$ cat config.mk
export PLATFORM = sky130hd
export DESIGN_NAME = srt_timestamp_parser
export DESIGN_NICKNAME = d
export VERILOG_FILES = /design/src/rtl/srtts_pkg.sv /design/src/rtl/srt_timestamp_parser.sv /design/src/rtl/srtts_scan.sv /design/src/rtl/srtts_total.sv
export SDC_FILE = /design/constraint.sdc
export NUM_CORES = 1
export LEC_CHECK = 0
export BUFFER_PORTS_ARGS = -buffer_cell sky130_fd_sc_hd__clkbuf_2
export CAP_MARGIN = 10
export CELL_PAD_IN_SITES_DETAIL_PLACEMENT = 0
export CELL_PAD_IN_SITES_GLOBAL_PLACEMENT = 1
export CORE_MARGIN = 1.5
export CORE_UTILIZATION = 52
export CTS_CLUSTER_SIZE = 40
export DETAILED_ROUTE_END_ITERATION = 10
export PLACE_DENSITY_LB_ADDON = 0.1
export RECOVER_POWER = 100
export SLEW_MARGIN = 20
export SYNTH_ARGS = -nofsm -noshare
export SYNTH_HDL_FRONTEND = slang
export SYNTH_HIERARCHICAL = 1
export SYNTH_SLANG_ARGS = --single-unit
$ cat constraint.sdc
create_clock -name clk -period 8.99 [get_ports clk]
set_clock_uncertainty 0.05 [all_clocks]
set_input_delay 0.4495 -clock clk [delete_from_list [all_inputs] [get_ports clk]]
set_output_delay 0.4495 -clock clk [all_outputs]
set_load 0.1 [all_outputs]
$ cat src/rtl/srtts_pkg.sv
// shared constants, types and character helpers for the srt timestamp parser
package srtts_pkg;

  localparam int unsigned MAX_HOURS_DEF = 99999;

  localparam int unsigned CHAR_W  = 16;
  localparam int unsigned TOTAL_W = 39;
  localparam int unsigned MIN_W   = 7;
  localparam int unsigned FRAC_W  = 10;
  localparam int unsigned FDIG_W  = 2;
  localparam int unsigned ST_W    = 2;
  localparam int unsigned PH_W    = 3;

  // result status codes
  localparam logic [ST_W-1:0] ST_OK        = 2'd0;
  localparam logic [ST_W-1:0] ST_MALFORMED = 2'd1;
  localparam logic [ST_W-1:0] ST_RANGE     = 2'd2;
  localparam logic [ST_W-1:0] ST_OVERFLOW  = 2'd3;

  // scanner phases
  localparam logic [PH_W-1:0] PH_LEAD    = 3'd0;
  localparam logic [PH_W-1:0] PH_HOURS   = 3'd1;
  localparam logic [PH_W-1:0] PH_MINUTES = 3'd2;
  localparam logic [PH_W-1:0] PH_SECONDS = 3'd3;
  localparam logic [PH_W-1:0] PH_FRAC    = 3'd4;
  localparam logic [PH_W-1:0] PH_IGNORE  = 3'd5;
  localparam logic [PH_W-1:0] PH_TRAIL   = 3'd6;

  // character codes
  localparam logic [CHAR_W-1:0] CH_ZERO  = 16'h0030;
  localparam logic [CHAR_W-1:0] CH_NINE  = 16'h0039;
  localparam logic [CHAR_W-1:0] CH_COLON = 16'h003A;
  localparam logic [CHAR_W-1:0] CH_COMMA = 16'h002C;
  localparam logic [CHAR_W-1:0] CH_DOT   = 16'h002E;

  localparam int unsigned MS_PER_HOUR = 3600000;
  localparam int unsigned MS_PER_MIN  = 60000;
  localparam int unsigned MS_PER_SEC  = 1000;
  localparam int unsigned FIELD_LIMIT = 60;
  localparam int unsigned FIELD_CAP   = 99;

  typedef struct packed {
    logic [ST_W-1:0]   status;
    logic [MIN_W-1:0]  minutes;
    logic [MIN_W-1:0]  seconds;
    logic [FRAC_W-1:0] frac;
    logic [FDIG_W-1:0] frac_digits;
  } snap_t;

  function automatic logic is_space(input logic [CHAR_W-1:0] c);
    logic r;
    r = (c >= 16'h0009 && c <= 16'h000D) || c == 16'h0020 || c == 16'h0085 ||
        c == 16'h00A0 || c == 16'h1680 || (c >= 16'h2000 && c <= 16'h200A) ||
        c == 16'h2028 || c == 16'h2029 || c == 16'h202F || c == 16'h205F ||
        c == 16'h3000;
    return r;
  endfunction

endpackage

$ cat src/rtl/srt_timestamp_parser.sv
// srt timestamp parser top level: scanner plus result pipeline
//
// takes one utf-16 code unit per transaction and reports once per string
// on the unit marked is_last: status (ok, malformed, minutes or seconds out of range,
// hours overflow) and total_ms, the time in milliseconds, zero unless status is ok.
// surrounding whitespace is dropped, a ',' or '.' fraction gives up to three digits, and
// text after the fraction is ignored; an empty string is sent as one whitespace unit.
// throughput is one character per cycle while in_ready is high. out_valid rises once the
// last character has passed the snapshot, product and sum registers in turn. in_ready
// drops only when all three result stages hold a result and out_ready is low.
module srt_timestamp_parser #(
  parameter int unsigned MAX_HOURS = srtts_pkg::MAX_HOURS_DEF
) (
  input  logic                          clk,
  input  logic                          rst,
  input  logic                          in_valid,
  output logic                          in_ready,
  input  logic [srtts_pkg::CHAR_W-1:0]  char_code,
  input  logic                          is_last,
  output logic                          out_valid,
  input  logic                          out_ready,
  output logic [srtts_pkg::ST_W-1:0]    status,
  output logic [srtts_pkg::TOTAL_W-1:0] total_ms
);
  import srtts_pkg::*;

  localparam int unsigned HOURS_W = $clog2(MAX_HOURS + 2);

  logic               take;
  logic               fin;
  snap_t              snap;
  logic [HOURS_W-1:0] hours;

  // an input transaction completes here
  assign take = in_valid && in_ready;

  // per-character state machine, emits a snapshot on the last character
  srtts_scan #(.MAX_HOURS(MAX_HOURS)) u_scan (
    .clk       (clk),
    .rst       (rst),
    .take      (take),
    .char_code (char_code),
    .is_last   (is_last),
    .fin       (fin),
    .snap      (snap),
    .hours_out (hours)
  );

  // millisecond total, elastic so the scanner keeps running while a result waits
  srtts_total #(.MAX_HOURS(MAX_HOURS)) u_total (
    .clk       (clk),
    .rst       (rst),
    .fin       (fin),
    .snap      (snap),
    .hours_in  (hours),
    .take_ok   (in_ready),
    .out_valid (out_valid),
    .out_ready (out_ready),
    .status    (status),
    .total_ms  (total_ms)
  );

endmodule

$ cat src/rtl/srtts_scan.sv
// character scanner: per-character field state and the final status check
module srtts_scan #(
  parameter int unsigned MAX_HOURS = srtts_pkg::MAX_HOURS_DEF,
  localparam int unsigned HOURS_W = $clog2(MAX_HOURS + 2)
) (
  input  logic                         clk,
  input  logic                         rst,
  input  logic                         take,
  input  logic [srtts_pkg::CHAR_W-1:0] char_code,
  input  logic                         is_last,
  output logic                         fin,
  output srtts_pkg::snap_t             snap,
  output logic [HOURS_W-1:0]           hours_out
);
  import srtts_pkg::*;

  localparam int unsigned HX_W = HOURS_W + 4;
  localparam int unsigned MX_W = MIN_W + 3;

  logic [PH_W-1:0]    phase, phase_next, eff_phase;
  logic [HOURS_W-1:0] hours, hours_next;
  logic [MIN_W-1:0]   minutes, minutes_next;
  logic [MIN_W-1:0]   seconds, seconds_next;
  logic [FRAC_W-1:0]  frac, frac_next;
  logic [FDIG_W-1:0]  frac_digits, frac_digits_next;
  logic               has_digit, has_digit_next, eff_has;
  logic               err, err_next;

  logic               dig, space;
  logic [3:0]         d;
  logic [HX_W-1:0]    hv;
  logic [MX_W-1:0]    mv, sv;
  logic [FRAC_W-1:0]  fv;
  logic               bad, range_hit;

  assign dig   = (char_code >= CH_ZERO) && (char_code <= CH_NINE);
  assign d     = dig ? char_code[3:0] : 4'd0;
  assign space = is_space(char_code);

  // decimal accumulate; hours, minutes and seconds saturate when stored
  assign hv = HX_W'(hours) * HX_W'(10) + HX_W'(d);
  assign mv = MX_W'(minutes) * MX_W'(10) + MX_W'(d);
  assign sv = MX_W'(seconds) * MX_W'(10) + MX_W'(d);
  assign fv = frac * FRAC_W'(10) + FRAC_W'(d);

  // leading whitespace is skipped; the first other character falls straight into the hours field
  assign eff_phase = (phase == PH_LEAD && !space) ? PH_HOURS : phase;
  assign eff_has   = (phase == PH_LEAD) ? 1'b0 : has_digit;

  always_comb begin
    phase_next       = phase;
    hours_next       = hours;
    minutes_next     = minutes;
    seconds_next     = seconds;
    frac_next        = frac;
    frac_digits_next = frac_digits;
    has_digit_next   = eff_has;
    err_next         = err;
    case (eff_phase)
      PH_LEAD: begin
      end
      PH_HOURS: begin
        phase_next = PH_HOURS;
        if (dig) begin
          hours_next = (hv > HX_W'(MAX_HOURS + 1)) ? HOURS_W'(MAX_HOURS + 1)
                                                   : hv[HOURS_W-1:0];
          has_digit_next = 1'b1;
        end else if (char_code == CH_COLON && eff_has) begin
          phase_next     = PH_MINUTES;
          has_digit_next = 1'b0;
        end else begin
          err_next   = 1'b1;
          phase_next = PH_IGNORE;
        end
      end
      PH_MINUTES: begin
        if (dig) begin
          minutes_next = (mv > MX_W'(FIELD_CAP)) ? MIN_W'(FIELD_CAP) : mv[MIN_W-1:0];
          has_digit_next = 1'b1;
        end else if (char_code == CH_COLON && eff_has) begin
          phase_next     = PH_SECONDS;
          has_digit_next = 1'b0;
        end else begin
          err_next   = 1'b1;
          phase_next = PH_IGNORE;
        end
      end
      PH_SECONDS: begin
        if (dig) begin
          seconds_next = (sv > MX_W'(FIELD_CAP)) ? MIN_W'(FIELD_CAP) : sv[MIN_W-1:0];
          has_digit_next = 1'b1;
        end else if ((char_code == CH_COMMA || char_code == CH_DOT) && eff_has) begin
          phase_next = PH_FRAC;
        end else if (space) begin
          phase_next = PH_TRAIL;
        end else begin
          err_next   = 1'b1;
          phase_next = PH_IGNORE;
        end
      end
      PH_FRAC: begin
        if (dig && frac_digits < FDIG_W'(3)) begin
          frac_next        = fv;
          frac_digits_next = frac_digits + FDIG_W'(1);
          if (frac_digits == FDIG_W'(2)) phase_next = PH_IGNORE;
        end else begin
          phase_next = PH_IGNORE;
        end
      end
      PH_TRAIL: begin
        if (!space) begin
          err_next   = 1'b1;
          phase_next = PH_IGNORE;
        end
      end
      default: begin
      end
    endcase
  end

  // end-of-string checks on the updated state
  always_comb begin
    bad = err_next || phase_next == PH_LEAD || phase_next == PH_HOURS ||
          phase_next == PH_MINUTES ||
          ((phase_next == PH_SECONDS || phase_next == PH_TRAIL) && !has_digit_next);
    range_hit = (minutes_next >= MIN_W'(FIELD_LIMIT)) ||
                (seconds_next >= MIN_W'(FIELD_LIMIT));
    snap      = '0;
    hours_out = '0;
    if (bad) begin
      snap.status = ST_MALFORMED;
    end else if (range_hit) begin
      snap.status = ST_RANGE;
    end else if (hours_next > HOURS_W'(MAX_HOURS)) begin
      snap.status = ST_OVERFLOW;
    end else begin
      snap.status      = ST_OK;
      snap.minutes     = minutes_next;
      snap.seconds     = seconds_next;
      snap.frac        = frac_next;
      snap.frac_digits = frac_digits_next;
      hours_out        = hours_next;
    end
  end

  assign fin = take && is_last;

  always_ff @(posedge clk) begin
    if (rst || fin) begin
      phase       <= PH_LEAD;
      hours       <= '0;
      minutes     <= '0;
      seconds     <= '0;
      frac        <= '0;
      frac_digits <= '0;
      has_digit   <= 1'b0;
      err         <= 1'b0;
    end else if (take) begin
      phase       <= phase_next;
      hours       <= hours_next;
      minutes     <= minutes_next;
      seconds     <= seconds_next;
      frac        <= frac_next;
      frac_digits <= frac_digits_next;
      has_digit   <= has_digit_next;
      err         <= err_next;
    end
  end

endmodule

$ cat src/rtl/srtts_total.sv
// result pipeline: snapshot register, product register, summed output register
module srtts_total #(
  parameter int unsigned MAX_HOURS = srtts_pkg::MAX_HOURS_DEF,
  localparam int unsigned HOURS_W = $clog2(MAX_HOURS + 2)
) (
  input  logic                          clk,
  input  logic                          rst,
  input  logic                          fin,
  input  srtts_pkg::snap_t              snap,
  input  logic [HOURS_W-1:0]            hours_in,
  output logic                          take_ok,
  output logic                          out_valid,
  input  logic                          out_ready,
  output logic [srtts_pkg::ST_W-1:0]    status,
  output logic [srtts_pkg::TOTAL_W-1:0] total_ms
);
  import srtts_pkg::*;

  localparam int unsigned HP_W = HOURS_W + 22;
  localparam int unsigned MP_W = MIN_W + 16;
  localparam int unsigned SP_W = MIN_W + 10;

  logic               v1, v2;
  snap_t              s1;
  logic [HOURS_W-1:0] h1;
  logic [ST_W-1:0]    st2;
  logic [TOTAL_W-1:0] ph;
  logic [MP_W-1:0]    pm;
  logic [SP_W-1:0]    ps;
  logic [FRAC_W-1:0]  pf;
  logic [HP_W-1:0]    hprod;
  logic [FRAC_W-1:0]  ms_scaled;
  logic               o_free, s2_free, s1_free;

  assign o_free  = !out_valid || out_ready;
  assign s2_free = !v2 || o_free;
  assign s1_free = !v1 || s2_free;
  assign take_ok = s1_free;

  assign hprod = HP_W'(h1) * HP_W'(MS_PER_HOUR);

  // pad the fraction to milliseconds
  always_comb begin
    case (s1.frac_digits)
      2'd1:    ms_scaled = s1.frac * FRAC_W'(100);
      2'd2:    ms_scaled = s1.frac * FRAC_W'(10);
      2'd3:    ms_scaled = s1.frac;
      default: ms_scaled = '0;
    endcase
  end

  always_ff @(posedge clk) begin
    if (rst) begin
      v1        <= 1'b0;
      v2        <= 1'b0;
      out_valid <= 1'b0;
    end else begin
      if (s1_free) v1 <= fin;
      if (s2_free) v2 <= v1;
      if (o_free)  out_valid <= v2;
    end
  end

  always_ff @(posedge clk) begin
    if (s1_free && fin) begin
      s1 <= snap;
      h1 <= hours_in;
    end
    if (s2_free && v1) begin
      st2 <= s1.status;
      ph  <= TOTAL_W'(hprod);
      pm  <= MP_W'(s1.minutes) * MP_W'(MS_PER_MIN);
      ps  <= SP_W'(s1.seconds) * SP_W'(MS_PER_SEC);
      pf  <= ms_scaled;
    end
    if (o_free && v2) begin
      status   <= st2;
      total_ms <= ph + TOTAL_W'(pm) + TOTAL_W'(ps) + TOTAL_W'(pf);
    end
  end

endmodule

# Word level (Yosys, flattened, before mapping)
# Index checks and enable logic that the tools add are counted.
# totals
regBits	213
elab_cells	162
# op_classes
n_reduce_logical	43
eq_ne	25
mux	40
multipliers	9
n_lt_le_gt_ge	13
addsub	8
# ops
cell	count
$eq A16 B14 Y1 const B	5
$eq A16 B6 Y1 const B	4
$mux W17	3
$mux W7	6
$add A39 B10 Y39	1
$add A39 B17 Y39	1
$add A39 B23 Y39	1
$eq A16 B8 Y1 const B	2
$mul A17 B15 Y32 const B	1
$add A10 B4 Y10	3
$mux W3	10
$pmux W10 S3	1
$add A21 B4 Y21	1
$gt A21 B17 Y1 const B	1
$logic_or A1 B1 Y1	21
$gt A10 B7 Y1 const B	2
$mul A10 B3 Y9 const B	2
$mul A17 B3 Y20 const B	1
$mux W10	2
$mul A7 B11 Y18 const B	1
$mul A7 B3 Y9 const B	2
$gt A17 B17 Y1 const B	1
$eq A16 B13 Y1 const B	1
$ge A16 B14 Y1 const B	1
26 further kinds	64

# Longest topological paths before layout
# Gate-level depths: netlist of run 1.
# logic_depth
ltp_word	23
ltp_mapped	23

# By module
# The synthesis of run 1 kept the hierarchy.
# by_module_without_submodules
mod	seq_area_each_um2	area_per_inst_um2	n_inst	cells_per_inst
srtts_total	4924.7	15632.5	1	1302
srtts_scan	960.9	7046.8	1	935
srt_timestamp_parser	0.0	6.3	1	1

# Worst setup path before layout of run 1
# No wires, ideal clock.
# synth_timing
path_kind	reg2reg
start	register u_total.out_valid
end	register u_total.pf[0] (enable)
t_required_ns	8.314
slack_ns	1.808
setup_ns	0.626
stages_incl_launch_ff	3
arrival_ns	6.506
path_cell_list	dfxtp_1 > nor2b_1 > a21boi_0
# synth_between
elab_chain_len	4
# synth_rtl
element	line_no	text
start: declaration	srtts_total.sv:12	output logic out_valid,
start signal: assignment	srtts_total.sv:60	if (o_free) out_valid <= v2;
$logic_not A1 Y1	srtts_total.sv:35	assign o_free = !out_valid || out_ready;
$logic_or A1 B1 Y1	srtts_total.sv:35	
$logic_or A1 B1 Y1	srtts_total.sv:36	assign s2_free = !v2 || o_free;
$logic_and A1 B1 Y1	srtts_total.sv:69	if (s2_free && v1) begin
end signal: assignment	srtts_total.sv:74	pf <= ms_scaled;
end: declaration	srtts_total.sv:30	logic [FRAC_W-1:0] pf;
# Every way passes these cells.
# A chain may end at the register's enable or synchronous reset.

# Worst setup path in the final report of run 1
# layout_timing
start	register u_scan.hours[1]
end	register u_total.h1[14] (data pin)
# layout_between
elab_chain_len	8
# layout_rtl
element	line_no	text
start: declaration	srtts_scan.sv:21	logic [HOURS_W-1:0] hours, hours_next;
start signal: assignment	srtts_scan.sv:160	hours <= hours_next;
$mul A17 B3 Y20	srtts_scan.sv:41	assign hv = HX_W'(hours) * HX_W'(10) + HX_W'(d);
$add A21 B4 Y21	srtts_scan.sv:41	
$gt A21 B17 Y1	srtts_scan.sv:65	hours_next = (hv > HX_W'(MAX_HOURS + 1)) ? HOURS_W'(MAX_HOURS + 1)
$mux W17	srtts_scan.sv:65	
$mux W17	srtts_scan.sv:64	if (dig) begin
$mux W17 *	srtts_scan.sv:59	case (eff_phase)
$gt A17 B17 Y1	srtts_scan.sv:134	end else if (hours_next > HOURS_W'(MAX_HOURS)) begin
$reduce_or A3 Y1 (no line)	-	
end signal: assignment	srtts_total.sv:67	h1 <= hours_in;
end: declaration	srtts_total.sv:25	logic [HOURS_W-1:0] h1;
# Mark *: on every way between the ends. The rest lies on a longest branch, timed or not.

==> metrics.cfg, run 1 <==
[status]
outcome=complete, but fails checks
violations=capacitance limit, slew limit

[detailed_routing]
ant_nets=0
drt_wl_total_mm=49.11
drtIter0Drc=796
vias=15840
route.detailed.drc=0
wl_per_cell_microns=17.06
dr.pass1.iters=5
vias_per_cell=5.505

[timing]
max_freq_ghz=0.1440
rsz0062_at_grt=no
worst_slew_pin_slew_ps=4193
finalSetupViolations=0
min_period_ps=6944
setup-tns-final_ps=0
relSlewSlack=-1.795
hold_viol=0
timing.final.crit_share=0.7724
drv_slew=285

[power_and_ir_drop]
combPwrFrac=0.551
p_seq_frac=0.256
p_sw_frac=0.4039
pwr-share-clk=0.194
p_per_area_nw_per_um2=223.3
leakagePower_nw=10.72
switching_power_mw=2.176
vdd_ir_drop_max_uv=190.1
p_int_mw=3.211

[min_path]
worstHoldPathType=in -> reg

[clocking]
cts_sinks=213
clk_latency_ps=550
cts_setup_buffers=0
clk_pin_slew_ps=60
clockBufferDepth=3
cts-hold-fix-buffers=0
numCtsBuffers=25
ctsResizeCount=0
cts_tree=yes
root_buffer=clkbuf_16
h-tree-depth=1

[floorplanning]
rows=76
initial_utilization=0.5266
die_y_microns=211.9
dieArea_sq_um=44890
ioPinCount=64
die_w_microns=211.9
coreArea_sq_um=43080

[synthesis]
syn_area_per_cell_sq_um=10.14
synthesis.area_sq_um=22690
synth-seq-area-share=0.2594
synth_area_leaders=edfxtp_1 21%, ha_1 19%, fa_1 16%
yosysWarnings=6
yosysTopAreaCell=edfxtp_1
ys_types=99
async_reset_ff_frac=0
ys_ff_latch=213
synthFlopType=edfxtp_1
synth_top_area_share=0.2144
syn_inst=2238
synth-edff-count=162

[layout]
final_area_sq_um=24120
final_cell_count_no_fill=2878
fin_nets=2818
area_growth_syn_to_layout_pct=6.332
drive_gt1_frac=0.04841
n_antenna_cell=0

[global_route]
antenna_found_initial=0
grt_pass1_wl_mm=82.25
grt_pass1_vias=16140
grt_overflow_total=0
grt_util_all_layers=0.2274
grt_max_degree=77

[setup_path]
critPathArrivalTime_ps=7220
crit_type=reg -> reg
crit_fanout=41
startpoint=u_scan/hours[1]
rrSetupSlack_ps=2050
crit_required_ps=9270
crit_end=u_total/h1[14]
regToRegStartpoint=u_scan/hours[1]
rr_endpoint=u_total/h1[14]
endpoint_kind=register
start_kind=register
reg2reg_depth=16

[placed_design]
place_hpwl_mm=40.20
place_inst=2832
portBuffers=63
dpl_cell_area_sq_um=23520
gp_congestion=0.8958

[run]
maxCapViolCount=6

[per-layer routing]
metal  track usage  vias to the layer above  wire length (microns)
met3       0.02018                       50                   1658
met4       0.05837                        0                   1000
met1        0.3193                     7592                  23850
li1              -                     7939                      -
met5             0                        -                      0
met2        0.3785                      262                  22600
[worst min path at each step]
stage,from,endpoint,cells past startpoint
3_5_place_dp,u_total/st2[1],u_total/status[1],0
6_report,rst,u_total/v1,2
4_1_cts,rst,u_total/v1,2
2_1_floorplan,u_total/s1[26],u_total/st2[0],0
5_1_grt,rst,u_total/v1,2
3_3_place_gp,u_total/s1[27],u_total/st2[1],0
[layout by cell type, fill, tap and decap left out, drive strengths merged, types with 12 or more instances in the layout]
cell type,n
a21oi,129
nor3,53
ha,341
xnor2,110
nand2,113
o21a,19
clkbuf,97
a31oi,14
o21ai,72
nor2b,19
a22o,12
mux2i,21
nor4,17
inv,311
nor2,122
o21bai,18
dfxtp,51
nand4,27
nand3,44
o211ai,17
fa,182
nor3b,16
edfxtp,162
xor2,39
a211oi,27
a21o,39
and3,26
and2,19
[worst max-delay path, stage by stage (launching register included)]
cell      delay [ps]
dfxtp_1          540
ha_1             300
ha_1             250
inv_1             90
fa_1             520
inv_1            200
nand3_1          120
nor3b_1          520
nand2_1          260
or4_1            570
or4_1            470
a21oi_1          340
a21oi_1          270
o32ai_1          710
a32oi_4          190
clkbuf_1         780
nor3b_1          520
[cell type report]
cell class              count  area, sq um
repair buffers             70        295.3
multi-input cells        1656        15200
clock inverters            17        191.4
flip-flops and latches    213         5886
fillers                  3843        18950
clock buffers              29        660.6
well taps                 585        732.0
inverters                 308         1156
[registers in the layout, indices dropped and copies added, names as in the netlist]
register and cells:
u_scan/err 1, u_total/pm 18, u_total/out_valid 1, u_total/s1 28, u_scan/seconds 7, u_total/v2 1
u_total/st2 2, u_scan/has_digit 1, u_scan/frac_digits 2, u_total/v1 1, u_scan/frac 10, u_total/h1 17
u_total/ph 32, u_scan/hours 17, u_total/pf 10, u_scan/minutes 7, u_total/ps 14, u_scan/phase 3
u_total/total_ms 39, u_total/status 2
[through the flow]
step	util	hold WS, ps	total power [mW]	setup WS, ps
final	0.5600	66.28	5.387	2046
after detailed placement	0.5460	365.2	4.425	2701
after global routing	0.5600	54.43	5.908	1449
after CTS	0.5658	39.61	5.515	2706
after global placement	0.5460	360.9	4.408	2755
after floorplan	-	350.3	3.838	1808
[Yosys cell counts (26+ instances only)]
master    number
a21o_1        39
a21oi_1      123
and3_1        26
clkbuf_1      41
dfxtp_1       51
edfxtp_1     162
fa_1         182
ha_1         341
inv_1        308
nand2_1      110
nand3_1       44
nand4_1       27
nor2_1       122
nor3_1        47
o21ai_0       65
xnor2_1      110
xor2_1        39
[logic make-up (layout without fill, tap and decap cells)]
group / after synthesis / after routing / share of synthesized area
other cells: 1 / 2 / 0.0001653
compound gates: 440 / 440 / 0.1351
fa+ha+maj: 528 / 528 / 0.3509
simple gates: 507 / 507 / 0.1182
xor+xnor: 150 / 150 / 0.05857
buf+inv: 370 / 424 / 0.06431
flops: 213 / 213 / 0.2594
mux: 29 / 29 / 0.01324
[power groups by stage]
stage	combinational, mW	clock [mW]	sequential, mW
finish	2.97	1.04	1.38
global route	3.41	1.11	1.39
CTS	3.06	1.08	1.38
detailed placement	3.03	0	1.40
global placement	3.01	0	1.40
floorplan	2.38	0	1.46
(Power assumes the default switching activity.)
==> run 2, diff against run 1 <==
Clock period 8.99 ns to 6.7 ns, I/O delays scaled along.
==> metrics.cfg, run 2 (synthesized netlist as in run 1, its figures left out) <==
[status]
outcome=complete, but fails checks  ; unchanged
violations=capacitance limit, slew limit  ; unchanged

[layout]
drive_gt1_frac=0.05346  ; was 0.04841
fillCellCount=3844  ; was 3843
largest_reg_flops=39  ; unchanged
top_register=u_total/total_ms  ; unchanged
area_growth_syn_to_layout_pct=6.668  ; was 6.332%
multi_input_area_sq_um=15240  ; was 15200 sq um
n_antenna_cell=0  ; unchanged
fin_util=0.5618  ; was 0.5600
ff_latch_area_sq_um=5886  ; unchanged
final_common_cell=ha_1  ; unchanged
final_cell_mix=341 x ha_1, 308 x inv_1, 182 x fa_1  ; unchanged
fin_nets=2826  ; was 2818
reg.largest.list=u_total/total_ms: 39 flops, u_total/ph: 32 flops, u_total/s1: 28 flops  ; unchanged

[timing]
setup-tns-final_ps=0  ; unchanged
finalSetupViolations=0  ; unchanged
hold_viol=0  ; unchanged
timing.final.crit_share=0.9351  ; was 0.7724
drv_slew=243  ; was 285
min_period_ps=6265  ; was 6944 ps
rsz0062_at_grt=no  ; unchanged
relSlewSlack=-1.840  ; was -1.795
max_freq_ghz=0.1596  ; was 0.1440 GHz
worst_slew_pin_slew_ps=4261  ; was 4193 ps

[floorplanning]
initial_utilization=0.5266  ; unchanged
die_w_microns=211.9  ; unchanged
dieArea_sq_um=44890  ; unchanged
rows=76  ; unchanged
die_y_microns=211.9  ; unchanged
ioPinCount=64  ; unchanged
coreArea_sq_um=43080  ; unchanged

[clocking]
cts_tree=yes  ; unchanged
h-tree-depth=1  ; unchanged
cts_setup_buffers=0  ; unchanged
clk_latency_ps=560  ; was 550 ps
cts_sinks=213  ; unchanged
clk_pin_slew_ps=60  ; about the same
root_buffer=clkbuf_16  ; unchanged
numCtsBuffers=25  ; unchanged
clockBufferDepth=3  ; unchanged

[power_and_ir_drop]
leakagePower_nw=10.77  ; was 10.72 nW
vdd_ir_drop_max_uv=277.8  ; was 190.1 uV
p_per_area_nw_per_um2=300.6  ; was 223.3 nW/um^2

[detailed_routing]
dr.pass1.iters=5  ; unchanged
vias_per_cell=5.524  ; was 5.505
route.detailed.drc=0  ; unchanged
vias=15940  ; was 15840
ant_nets=0  ; unchanged
wl_per_cell_microns=16.96  ; was 17.06 microns
drt_wl_total_mm=48.94  ; was 49.11 mm
drtIter0Drc=847  ; was 796

[setup_path]
crit_required_ps=6950  ; was 9270 ps
cp_cell_sequence=fa_1 -> inv_1 -> fa_1 -> inv_1 -> fa_1 -> fa_1 -> fa_1 -> inv_1 -> fa_1 -> inv_1 -> ha_1 -> nand2_1 -> o21ai_2 -> nor4_1 -> or3_1 -> a311o_1 -> o2111a_1 -> o221ai_2 -> a21oi_1 -> xnor2_1  ; was ha_1 -> ha_1 -> inv_1 -> fa_1 -> inv_1 -> nand3_1 -> nor3b_1 -> nand2_1 -> or4_1 -> or4_1 -> a21oi_1 -> a21oi_1 -> o32ai_1 -> a32oi_4 -> clkbuf_1 -> nor3b_1
crit_buf_inv=4  ; was 3
crit_fanout=7  ; was 41
cpPeakStageDelay_ps=580  ; was 780 ps
start_kind=register  ; unchanged
rrSetupSlack_ps=440  ; was 2050 ps
endpoint_kind=register  ; unchanged
path_common_cell=fa_1
crit_family=adder cells  ; was simple AND/OR/NAND/NOR gates
critPathArrivalTime_ps=6510  ; was 7220 ps
crit_type=reg -> reg  ; unchanged
crit_path_top_delay_cell=fa_1  ; was clkbuf_1

[global_route]
grt_overflow_total=0  ; unchanged
grt_util_all_layers=0.2207  ; was 0.2274
grt_max_degree=77  ; unchanged
grt_pass1_vias=15730  ; was 16140
antenna_found_initial=0  ; unchanged
grt_pass1_wl_mm=79.78  ; was 82.25 mm

[min_path]
worstHoldPathType=in -> reg  ; unchanged

[placed_design]
place_hpwl_mm=39.89  ; was 40.20 mm
gp_congestion=0.8712  ; was 0.8958
portBuffers=63  ; unchanged

[run]
maxCapViolCount=5  ; was 6

## run 2: path summary, 6_finish.rpt
kind / from / endpoint / depth (start not counted)
min: out_ready / u_total/out_valid / 4
max reg2reg: u_total/h1[8] / u_total/ph[37] / 20
min reg2reg: u_total/st2[0] / u_total/status[0] / 0
max: u_total/h1[8] / u_total/ph[37] / 20
## run 2: area by class of cell
class                           count  share of cell area
Multi-Input combinational cell   1656              0.6296
Inverter                          308             0.04778
Timing Repair Buffer               78             0.01468
Tap cell                          585             0.03025
Clock buffer                       35             0.02999
Clock inverter                     11            0.004447
Sequential cell                   213              0.2432
## run 2: routing by layer
| layer | GRT usage | vias to the layer above | wire [microns] |
|---|---|---|---|
| met5 | 0 | - | 0 |
| met4 | 0.04581 | 0 | 759 |
| met3 | 0.02329 | 64 | 1732 |
| met2 | 0.3660 | 263 | 22510 |
| met1 | 0.3126 | 7655 | 23940 |
| li1 | - | 7959 | - |
## run 2: tightest hold or removal path: stages
cell,delay (ps)
clkbuf_2,70
nor2b_1,130
nor2_1,130
nor2_1,50
## run 2: what timing repair did
item | CTS | global route
hold endpoints to repair | 3 | 0
setup endpoints to repair | 0 | 0
resized for setup | 0 | 0
hold buffers | 1 | 0
## run 2: stage by stage
step	power (mW)	setup WS (ps)	instance area (sq um)	hold WS, ps	instances
after floorplan	5.149	706.4	22690	350.3	2239
after global placement	5.934	468.4	23570	358.5	2839
after detailed placement	5.946	441.6	23570	358.0	2839
after CTS	7.387	420.8	24420	145.8	2886
after global routing	7.938	138.3	24200	186.3	2886
final	7.273	435.1	24200	152.6	2886
## run 2: power breakdown
part           internal (mW)  total [mW]  switching (mW)
sequential              1.77        1.85          0.0776
clock                  0.803        1.38           0.575
combinational           1.72        4.04            2.33
==> run 3, diff against run 2 <==
Settings changed: PLACE_DENSITY set to 0.84, PLACE_DENSITY_LB_ADDON 0.1 to unset.
==> metrics.cfg, run 3 (synthesized netlist as in run 1, its figures left out) <==
[status]
outcome=complete, but fails checks  ; unchanged
violations=capacitance limit, slew limit  ; unchanged

[power_and_ir_drop]
p_seq_frac=0.252  ; was 0.254
p_int_mw=4.371  ; was 4.291 mW
switching_power_mw=2.968  ; was 2.982 mW
combPwrFrac=0.553  ; was 0.556
vdd_ir_drop_max_uv=286.8  ; was 277.8 uV
p_per_area_nw_per_um2=302.8  ; was 300.6 nW/um^2
pwr-share-clk=0.195  ; was 0.189
p_sw_frac=0.4045  ; was 0.4100
finalPower_mw=7.339  ; was 7.273 mW
leakagePower_nw=10.78  ; was 10.77 nW

[run]
maxCapViolCount=5  ; unchanged

[layout]
top_register=u_total/total_ms  ; unchanged
reg.largest.list=u_total/total_ms: 39 flops, u_total/ph: 32 flops, u_total/s1: 28 flops  ; unchanged
fillCellCount=3791  ; was 3844
area_growth_syn_to_layout_pct=6.850  ; was 6.668%
final_cell_count_no_fill=2886  ; unchanged
drive_gt1_frac=0.05172  ; was 0.05346
multi_input_area_sq_um=15220  ; was 15240 sq um
largest_reg_flops=39  ; unchanged
n_antenna_cell=0  ; unchanged
final_common_cell=ha_1  ; unchanged
ff_latch_area_sq_um=5886  ; unchanged
final_cell_mix=341 x ha_1, 308 x inv_1, 182 x fa_1  ; unchanged
fin_nets=2827  ; was 2826

[global_route]
grt_pass1_vias=16250  ; was 15730
grt_pass1_wl_mm=81.46  ; was 79.78 mm
grt_overflow_total=0  ; unchanged
antenna_found_initial=0  ; unchanged
grt_util_all_layers=0.2240  ; was 0.2207
grt_max_degree=77  ; unchanged

[detailed_routing]
ant_nets=0  ; unchanged
vias=15940  ; about the same
drt_wl_total_mm=48.96  ; was 48.94 mm
wl_per_cell_microns=16.96  ; about the same
vias_per_cell=5.523  ; was 5.524
dr.pass1.iters=5  ; unchanged
drtIter0Drc=891  ; was 847
route.detailed.drc=0  ; unchanged

[min_path]
worstHoldPathCells=4  ; unchanged
worstHoldPathType=in -> reg  ; unchanged

[placed_design]
dp_worst_setup_slack_ps=376.4  ; was 441.6 ps
portBuffers=63  ; unchanged
place_hpwl_mm=40.02  ; was 39.89 mm
place_inst=2841  ; was 2839
gp_congestion=0.8820  ; was 0.8712

[clocking]
ctsResizeCount=0  ; unchanged
cts_tree=yes  ; unchanged
numCtsBuffers=24  ; was 25
h-tree-depth=1  ; unchanged
clk_latency_ps=540  ; was 560 ps
clk_pin_slew_ps=60  ; about the same
clockBufferDepth=3  ; unchanged
cts_sinks=213  ; unchanged
root_buffer=clkbuf_16  ; unchanged

[floorplanning]
die_w_microns=211.9  ; unchanged
coreArea_sq_um=43080  ; unchanged
ioPinCount=64  ; unchanged
rows=76  ; unchanged
initial_utilization=0.5266  ; unchanged
dieArea_sq_um=44890  ; unchanged
die_y_microns=211.9  ; unchanged

[timing]
fin_ws_ps=343.1  ; was 435.1 ps
drv_slew=243  ; unchanged
max_freq_ghz=0.1573  ; was 0.1596 GHz
timing.final.crit_share=0.9488  ; was 0.9351
rsz0062_at_grt=no  ; unchanged
finalSetupViolations=0  ; unchanged
relSlewSlack=-1.740  ; was -1.840
hold_slack_ps=183.8  ; was 152.6 ps
min_period_ps=6357  ; was 6265 ps
hold_viol=0  ; unchanged
setup-tns-final_ps=0  ; unchanged
worst_slew_pin_slew_ps=4109  ; was 4261 ps

[setup_path]
start_kind=register  ; unchanged
critPathArrivalTime_ps=6590  ; was 6510 ps
endpoint_kind=register  ; unchanged
crit_type=reg -> reg  ; unchanged
crit_required_ps=6930  ; was 6950 ps
reg2reg_depth=19  ; was 20
crit_fanout=7  ; unchanged

run 3: worst paths after layout:
path                  startpoint                 to  slack (ps)
hold reg to reg   u_total/st2[0]  u_total/status[0]         380
setup reg to reg   u_total/h1[8]     u_total/ph[38]         340
hold / removal         out_ready  u_total/out_valid         180
setup / recovery   u_total/h1[8]     u_total/ph[38]         340
run 3: final cells by class:
type | count | area share
tap | 585 | 0.03020
multi-input combinational | 1656 | 0.6280
timing repair buffer | 80 | 0.01574
clock inverter | 15 | 0.009136
inverter | 308 | 0.04770
clock buffer | 29 | 0.02638
sequential | 213 | 0.2428
run 3: per-layer routing:
metal  routed length, microns  GRT usage  up-vias
met4                      610    0.04064        0
met3                     1456    0.01899       43
met1                    23590     0.3080     7708
met5                        0          0        -
li1                         -          -     7956
met2                    23300     0.3891      232
run 3: through the flow:
stage / cell area, sq um / utilization
3_3_place_gp: 23600 / 0.5479
5_1_grt: 24240 / 0.5627
4_1_cts: 24470 / 0.5681
3_5_place_dp: 23600 / 0.5479
2_1_floorplan: 22690 / -
6_report: 24240 / 0.5627
run 3: power by group through the flow:
stage	clock network [mW]	logic, mW	registers (mW)
final	1.43	4.06	1.85
after global routing	1.52	4.61	1.86
after CTS	1.47	4.13	1.85
after detailed placement	0	4.09	1.88
after global placement	0	4.03	1.87
after floorplan	0	3.19	1.96
run 3: repair_timing:
item                                    4_1_cts  5_1_grt
endpoints found under the hold margin         3        0
endpoints found under the setup margin        0        0
hold buffers                                  1        0
buffers inserted                              0        0
run 3: worst max-delay path, stage by stage (launching register included):
cell and delay [ps]:
edfxtp_1 540, ha_1 410, inv_1 100, fa_1 570, inv_1 70, fa_1 520, fa_1 440, fa_1 540
inv_1 50, fa_1 520, inv_1 40, ha_1 350, a21oi_1 270, inv_1 90, o41ai_1 500, o21ai_1 200
a31o_2 290, a21oi_1 270, o21ai_1 120, xnor2_1 150
